===== src/sv/dpc_ram.sv =====
`default_nettype none
// ----------------------------------------------------------------------------
// dpc_ram
// Simple dual-port RAM: one write port, one read port, registered read.
// ----------------------------------------------------------------------------
module dpc_ram #(
    parameter int WIDTH = 8,
    parameter int DEPTH = 16
) (
    input  wire logic                                  clk,
    input  wire logic                                  we,
    input  wire logic [(DEPTH > 1 ? $clog2(DEPTH) : 1)-1:0] waddr,
    input  wire logic [WIDTH-1:0]                      wdata,
    input  wire logic [(DEPTH > 1 ? $clog2(DEPTH) : 1)-1:0] raddr,
    output logic      [WIDTH-1:0]                      rdata
);

    logic [WIDTH-1:0] mem [DEPTH];

    always_ff @(posedge clk)
    begin
        if (we)
        begin
            mem[waddr] <= wdata;
        end
        rdata <= mem[raddr];
    end

endmodule
`default_nettype wire


===== config.mk =====
export PLATFORM = sky130hd
export DESIGN_NAME = dpc_ram
export DESIGN_NICKNAME = d
export VERILOG_FILES = /design/src/sv/dpc_ram.sv
export SDC_FILE = /design/constraint.sdc
export NUM_CORES = 1
export LEC_CHECK = 0
export ABC_CLOCK_PERIOD_IN_PS = 5400
export BUFFER_PORTS_ARGS = -buffer_cell sky130_fd_sc_hd__buf_2
export CORE_MARGIN = 1.5
export CORE_UTILIZATION = 65
export DETAILED_ROUTE_END_ITERATION = 16
export HOLD_SLACK_MARGIN = 0.12
export PLACE_DENSITY = 0.84
export SLEW_MARGIN = 30
export SYNTH_ARGS = -nofsm -noshare
export SYNTH_HDL_FRONTEND = slang
export SYNTH_SLANG_ARGS = --single-unit

===== constraint.sdc =====
create_clock -name clk -period 5.4 [get_ports clk]
set_input_delay 1.08 -clock clk [delete_from_list [all_inputs] [get_ports clk]]
set_output_delay 1.08 -clock clk [all_outputs]
set_load 0.03 [all_outputs]

==> results of run 1 <==
==> sequential cells by signal, summed over array words and instances, names as in the netlist <==
signal  count
mem       128
rdata       8
==> worst max path at each step <==
stage                     startpoint         to  cells after the start  slack, ns
after floorplan             waddr[2]  mem[0][0]                      2       2.83
after global placement      raddr[0]   rdata[3]                      4       2.34
after detailed placement    waddr[2]  mem[2][3]                      3       2.60
after CTS                   waddr[2]  mem[2][2]                      3       3.13
after global routing        waddr[2]  mem[2][2]                      3       3.08
final                       waddr[2]  mem[2][2]                      3       3.11
==> per-layer routing <==
metal / vias up / share of wire (%) / GRT usage, %
met5: - / 0 / 0
met4: 0 / 1.6 / 7.051
met3: 16 / 7.3 / 8.955
met2: 123 / 49 / 38.58
met1: 1267 / 42 / 37.42
li1: 1046 / - / -
==> report_power, final <==
| group | internal, mW | switching, mW |
|---|---|---|
| Clock | 0.628 | 0.375 |
| Combinational | 0.0427 | 0.0743 |
| Sequential | 1.18 | 0.00823 |
==> tightest hold or removal path, delay by kind of cell (launching register included) <==
family             cells  cell delay, ns
muxes                  1            0.21
AOI/OAI and AO/OA      1            0.08
and+or+nand+nor        1            0.06
DFF                    1            0.31
==> metrics by stage <==
stage	hold WS [ns]	area, µm²	total power [mW]
after floorplan	0.6293	5147	1.281
after global placement	0.6455	5336	1.320
after detailed placement	0.6632	5344	1.325
after CTS	0.6893	5861	2.313
after global routing	0.7164	5863	2.372
final	0.6884	5863	2.310
==> layout by cell type (no fill, tap or decap) <==
cell | Yosys | final
dfxtp_1 | 8 | 8
bufinv_16 | 0 | 1
clkbuf_16 | 0 | 16
nand3_1 | 1 | 1
mux4_2 | 18 | 18
nor2b_1 | 1 | 1
mux4_1 | 14 | 14
and2b_1 | 1 | 1
nand2_1 | 9 | 9
buf_4 | 1 | 4
nand2b_1 | 2 | 2
buf_2 | 3 | 24
nor3_1 | 4 | 3
nor2_1 | 13 | 12
nand3b_1 | 2 | 2
clkbuf_8 | 0 | 3
clkinv_2 | 0 | 3
nor2_2 | 0 | 1
clkinv_1 | 0 | 1
clkbuf_1 | 0 | 7
edfxtp_1 | 128 | 128
and2_1 | 1 | 1
or3b_2 | 1 | 1
nor3_2 | 0 | 1
a22oi_1 | 16 | 16
==> logic make-up (layout without fill, tap and decap cells) <==
| kind of cell | after synthesis | count (layout) |
|---|---|---|
| AOI/OAI and AO/OA | 16 | 16 |
| and+or+nand+nor | 35 | 35 |
| DFF | 136 | 136 |
| buffers and inverters | 10 | 59 |
| muxes | 32 | 32 |
==> layout make-up <==
type / instances / area [µm²]
clock buffers: 26 / 467.9
clock inverters: 5 / 48.80
fillers: 435 / 1824
multi-input cells: 83 / 1065
flip-flops and latches: 136 / 4004
well taps: 102 / 127.6
repair buffers: 28 / 150.1
==> run summary, run 1 <==
status - completed
top-count cell post-synth - edfxtp_1
setup tns final - 0 ns
LEAKAGE - 1.966 nW
worst skew pair latency - 0.51 ns
antenna violations before repair - 0
Via density - 6.453
Top FF cell, synth - edfxtp_1
fin worst setup slack - 3.114 ns
maxcap violations - 0
worst-margin pin slew - 0.9555 ns
synth unique cells - 19
FF-to-FF path depth - 3
Layout Cells excl Fill - 380
max-slew violation count - 0
EDFF count, synth - 128
Worst Hold End - rdata[1]
H-tree levels - 4
vias - 2,452
Cells after DPL - 349
pwr dens - 393.9 mW/mm²
Mapped Nets - 247
Synth top area share - 74.67%
DIE AREA - 0.008462 mm²
clk buf depth - 2
die height - 91.99 µm
Antenna Nets Post-Route - 0
Cell Chain, Critical Path - buf_2 -> or3b_2 -> nor2_1
Routed WL - 9704 µm
FF-to-FF End - rdata[5]
Final HPWL DP - 5648 µm
largest net degree at the start of global routing - 33
reg2reg start - mem[1][5]
Starting Density - 66.96%
final core utilization - 76.27%
R2R setup slack - 4.01 ns
# DRC - 0
DR WL/cell - 25.54 µm
synthesized instance count - 229
CTS buffer count - 17
final hold vios - 0
Layout area overhead - 13.90%
Syn Std Cell Area - 0.005147 mm²
share of cells above drive strength 1 - 25.90%
RSZ-0062 raised after global routing - no
Synth Area in XOR/XNOR - 0%
post-synthesis simple-gate area fraction - 3.184%
critical path type - in -> reg
Die Wd - 91.99 µm
Post-Place Setup Slack - 2.596 ns
Fin Clk Skew - 0.005310 ns
fmax - 437.5 MHz
Core Region - 0.007687 mm²
Post-CTS Setup Inserts - 0
period utilization - 42.33%
Synth Area in Compound Gates - 2.333%
YS warnings - 0
Hold Path Cell Cnt - 3
Synth Area in Adders - 0%
Final nets - 284
gr ovfl total - 0
vias in the first global route - 2,467
ANT cells - 0
crit path time final - 2.286 ns
Synth async-reset ratio - 0%
number of gates resized after cts - 0
Max IR drop VDD - 0.2779 mV
IO Pins - 26
mux share of post-synthesis cell area - 15.02%
CP required - 5.54 ns
Post-synth top cells - 128 x edfxtp_1, 18 x mux4_2, 16 x a22oi_1
global-route wire length before repair - 14,710 µm
Setup-failing EPs final - 0
CP delay by family, top - simple AND/OR/NAND/NOR gates
gr usage total - 25.84%
initial drt markers - 218
IO Port Bufs - 25
hold buffer count at cts - 0
clk slew on worst S/H paths - 0.05 ns
TritonCTS clock tree - yes
slowest CP cell - nor2_1
CP peak stage delay - 0.69 ns
gpl congestion - 0.7388
cell row count - 32
Hold Crit Class - reg -> reg
CP Buf/Inv Count - 1
main combinational cell family by area after synthesis - multiplexers
worst-path fanout max - 8
Worst EP arrival - 2.42 ns
Yosys top cell by area - edfxtp_1
critical path startpoint category - primary input
Crit. End Element - register
drt pass-1 iters - 4
TritonCTS Sinks - 136
Yosys reg bits - 136
sequential share of the synthesized area - 77.78%
min-delay src - mem[11][1]
CTS root buffer - clkbuf_8
Syn Area/Cell - 22.48 µm²
dominant cells by area after synthesis - edfxtp_1 75%, mux4_2 7.9%, mux4_1 7.1%
relative slew slack - 36.07%
Note: power is estimated with default switching activity, not from simulation.
==> run 2, diff against run 1 <==
ABC_CLOCK_PERIOD_IN_PS = 2300   (was 5400)
CORE_UTILIZATION = 60   (was 65)
PLACE_DENSITY = 0.78   (was 0.84)
clock period = 2.3 ns   (was 5.4 ns; I/O delays follow)
==> run summary, run 2 (synthesis gave the netlist of run 1 again) <==
status - completed
initial drt markers - 194
CP Buf/Inv Count - 1
Crit. End Element - output pin
vias in the first global route - 2,513
Fin Clk Skew - 0.01570 ns
pwr dens - 938.6 mW/mm²
final instance area - 0.006082 mm²
placed cell area - 0.005495 mm²
CTS root buffer - clkbuf_8
cell row count - 33
Via density - 6.208
Biggest register - mem
Layout area overhead - 18.16%
drt pass-1 iters - 5
Cell Chain, Critical Path - buf_2
period utilization - 65.43%
Routed WL - 9467 µm
TritonCTS clock tree - yes
worst hold margin - 0.3341 ns
hold buffer count at cts - 0
Final HPWL DP - 5934 µm
IO Pins - 26
CP required - 1.84 ns
gr ovfl total - 0
gr usage total - 23.51%
critical path startpoint category - register
critical path type - reg -> out
max-slew violation count - 0
worst-path fanout max - 1
CTS buffer count - 17
global-route wire length before repair - 14,400 µm
H-tree levels - 4
die height - 95.63 µm
vias - 2,502
LEAKAGE - 2.100 nW
slowest CP cell - dfxtp_1
Worst Setup SP - rdata[1]
worst-margin pin slew - 0.6380 ns
TritonCTS Sinks - 136
final hold vios - 0
reg2reg start - mem[0][2]
CP delay by family, top - flip-flops
fmax - 664.5 MHz
ANT cells - 0
DR WL/cell - 23.49 µm
commonest non-fill, non-tap cell in the layout - edfxtp_1
share of cells above drive strength 1 - 32.21%
Max IR drop VDD - 0.6005 mV
Filler cells - 456
largest net degree at the start of global routing - 26
Worst EP arrival - 1.04 ns
DIE AREA - 0.009144 mm²
maxcap violations - 0
gpl congestion - 0.7391
Hold Crit Class - in -> reg
CP peak stage delay - 0.34 ns
relative slew slack - 57.31%
storage element area - 0.004004 mm²
IO Port Bufs - 25
commonest non-fill, non-tap cells in the layout - 128 x edfxtp_1, 25 x buf_2, 21 x buf_4
min-delay src - wdata[3]
# DRC - 0
Die Wd - 95.63 µm
clk slew on worst S/H paths - 0.06 ns
number of gates resized after cts - 0
Starting Density - 62.33%
Core Region - 0.008258 mm²
clk buf depth - 2
crit path time final - 1.505 ns
Post-CTS Setup Inserts - 0
RSZ-0062 raised after global routing - no
Setup-failing EPs final - 0
max FFs per register - 128
Top Registers - mem x128, rdata x8
area occupied by multi-input gates - 0.001057 mm²
antenna violations before repair - 0
worst skew pair latency - 0.51 ns
Antenna Nets Post-Route - 0
setup tns final - 0 ns
Final nets - 303
final core utilization - 73.65%
Pwr Total - 5.709 mW
## run 2: cell types whose count changed in the layout (fill, tap and decap cells not counted), sizes merged
| cell | change |
|---|---|
| inv | +1 |
| clkinvlp | +2 |
| buf | +19 |
| clkinv | +2 |
| bufinv | +2 |
| clkbuf | -6 |
## run 2: final cells by class
class	count	area share, %
Multi-Input combinational cell	83	17.38
Timing Repair Buffer	47	4.978
Tap cell	105	2.160
Clock buffer	20	7.159
Clock inverter	12	2.489
Sequential cell	136	65.83
## run 2: path summary, 6_finish.rpt
kind	end	slack, ns	cells past startpoint
worst min-delay path	mem[14][3]	0.33	1
worst max-delay path	rdata[1]	0.80	1
worst min register to register	rdata[7]	0.68	3
worst max register to register	rdata[2]	0.88	3
## run 2: metal layers
metal	track usage, %	wire [µm]	vias to the layer above
li1	-	-	1088
met1	31.88	3910	1290
met2	36.44	4769	114
met3	7.416	639	10
met4	8.211	147	0
met5	0	0	-
## run 2: where the power goes
| group | internal, mW | total, mW | leakage [nW] | switching, mW |
|---|---|---|---|---|
| combinational | 0.112 | 0.284 | 0.591 | 0.172 |
| clock | 1.68 | 2.64 | 0.285 | 0.961 |
| sequential | 2.77 | 2.79 | 1.22 | 0.0157 |
| total | 4.56 | 5.71 | 2.10 | 1.15 |
## run 2: metrics by stage
step	setup WS [ns]	instances
after global placement	0.3672	371
after CTS	0.7735	403
final	0.7952	403
after global routing	0.7498	403
after detailed placement	0.3369	371
after floorplan	0.3471	229
==> run 3, diff against run 2 <==
ABC_AREA = 1   (was not set)
ABC_CLOCK_PERIOD_IN_PS = 1350   (was 2300)
CORE_UTILIZATION = 55   (was 60)
PLACE_DENSITY = 0.75   (was 0.78)
clock period = 1.35 ns   (was 2.3 ns; I/O delays follow)
==> run summary, run 3 <==
dominant cells by area after synthesis - edfxtp_1 67%, nand2_1 11%, nand3_1 8.4%
setup tns final - 0 ns
Antenna Nets Post-Route - 0
RSZ-0062 raised after global routing - no
H-tree levels - 4
critical path type - reg -> out
pwr dens - 1521 mW/mm²
Yosys top cell by area - edfxtp_1
clk slew on worst S/H paths - 0.07 ns
TritonCTS Sinks - 136
Top FF cell, synth - edfxtp_1
synthesized instance count - 551
Synth top area share - 66.65%
die height - 105.4 µm
IO Port Bufs - 25
DR WL/cell - 16.73 µm
gpl congestion - 0.8866
DIE AREA - 0.01111 mm²
critical path startpoint category - register
global-route wire length before repair - 20,270 µm
Switching Fraction - 21.59%
LEAKAGE - 2.974 nW
EDFF count, synth - 128
Seq pwr share - 45.9%
Max IR drop VDD - 1.386 mV
commonest non-fill, non-tap cell in the layout - nand2_1
Hold Crit Class - in -> reg
IO Pins - 26
# DRC - 0
Mapped Nets - 569
min-delay src - wdata[0]
TritonCTS clock tree - yes
Syn Std Cell Area - 0.005767 mm²
Final HPWL DP - 7715 µm
Final nets - 617
share of cells above drive strength 1 - 13.89%
relative slew slack - 74.98%
Biggest register - mem
antenna violations before repair - 0
maxcap violations - 0
Top Registers - mem x128, rdata x8
reg2reg start - mem[1][7]
Worst Hold End - mem[6][0]
Post-CTS Setup Inserts - 0
CP delay by family, top - flip-flops
worst-margin pin slew - 0.3753 ns
Cell Int Power - 8.122 mW
YS warnings - 0
CP peak stage delay - 0.35 ns
Crit. End Element - output pin
CP required - 1.08 ns
cell row count - 37
CTS root buffer - clkbuf_8
Comb power frac - 6.3%
max-slew violation count - 0
vias in the first global route - 3,928
period utilization - 97.60%
Syn Area/Cell - 10.47 µm²
crit path time final - 1.318 ns
Fin Clk Skew - 0.008105 ns
Synth async-reset ratio - 0%
drt pass-1 iters - 5
Layout Cells excl Fill - 748
slowest CP cell - dfxtp_1
Hold Path Cell Cnt - 1
final instance area - 0.006809 mm²
worst skew pair latency - 0.53 ns
Cell Chain, Critical Path - buf_4
status - completed
synth unique cells - 12
ANT cells - 0
Post-synth top cells - 173 x nand2_1, 128 x edfxtp_1, 100 x inv_1
Layout area overhead - 18.07%
CTS buffer count - 17
Yosys reg bits - 136
clk buf depth - 2
Worst EP arrival - 1.05 ns
Via density - 5.175
worst-path fanout max - 1
Die Wd - 105.4 µm
Setup-failing EPs final - 0
R2R setup slack - 0.33 ns
placed cell area - 0.006148 mm²
sequential share of the synthesized area - 69.43%
final hold vios - 0
commonest non-fill, non-tap cells in the layout - 173 x nand2_1, 128 x edfxtp_1, 100 x inv_1
Routed WL - 12,510 µm
max FFs per register - 128
Starting Density - 56.37%
FF-to-FF End - rdata[7]
Core Region - 0.01023 mm²
P_sw - 2.237 mW
fmax - 759.0 MHz
gr usage total - 25.10%
FF-to-FF path depth - 6
gr ovfl total - 0
CP Buf/Inv Count - 1
initial drt markers - 351
Cells after DPL - 715
top-count cell post-synth - nand2_1
Clk network pwr share - 47.8%
largest net degree at the start of global routing - 65
vias - 3,871
## run 3: logic make-up (layout without fill, tap and decap cells)
| group | Yosys count | after routing | synth area share (%) |
|---|---|---|---|
| AND/OR/NAND/NOR | 289 | 289 | 21.05 |
| flip-flops | 136 | 136 | 69.43 |
| buffers and inverters | 126 | 187 | 9.525 |
## run 3: power groups by stage
stage | combinational [mW] | clock [mW] | sequential, mW
global route | 0.723 | 5.17 | 4.76
global placement | 0.628 | 0 | 4.83
finish | 0.654 | 4.95 | 4.75
floorplan | 0.333 | 0 | 4.89
CTS | 0.658 | 4.99 | 4.75
detailed placement | 0.641 | 0 | 4.84
## run 3: stage by stage
stage / setup slack [ns] / util (%) / power (mW) / hold WS, ns
after floorplan: 0.1292 / - / 5.219 / 0.3689
after detailed placement: 0.02079 / 60.10 / 5.479 / 0.6371
after global routing: 0.007543 / 66.55 / 10.65 / 0.1465
after CTS: 0.01609 / 66.55 / 10.40 / 0.1459
final: 0.03246 / 66.55 / 10.36 / 0.1621
after global placement: 0.02937 / 60.10 / 5.462 / 0.6290
## run 3: layout make-up
| type | count | area, µm² |
|---|---|---|
| Sequential cell | 136 | 4004 |
| Tap cell | 136 | 170.2 |
| Clock inverter | 14 | 222.7 |
| Fill cell | 757 | 3422 |
| Multi-Input combinational cell | 289 | 1214 |
| Timing Repair Buffer | 53 | 397.9 |
| Inverter | 102 | 382.9 |
| Clock buffer | 18 | 417.9 |
## run 3: worst max path at each step
stage               depth (start not counted)  startpoint          to
finish                                      1    rdata[5]    rdata[5]
CTS                                         1    rdata[5]    rdata[5]
global route                                1    rdata[6]    rdata[6]
detailed placement                          8    raddr[0]    rdata[7]
global placement                            7    raddr[0]    rdata[7]
floorplan                                   2    waddr[2]  mem[10][0]
## run 3: repair_timing
| item | in CTS | in global routing |
|---|---|---|
| hold endpoints to repair | 7 | 0 |
| hold buffers | 1 | 0 |
| setup endpoints to repair | 4 | 0 |
| resized for setup | 4 | 0 |
## run 3: metal layers
metal	vias up	share of wire (%)	GRT usage [%]	routed length [µm]
met2	146	51	41.32	6386
met5	-	0	0	0
met3	26	6.5	5.257	810
li1	1869	-	-	-
met1	1830	40	32.24	5015
met4	0	2.4	11.25	301
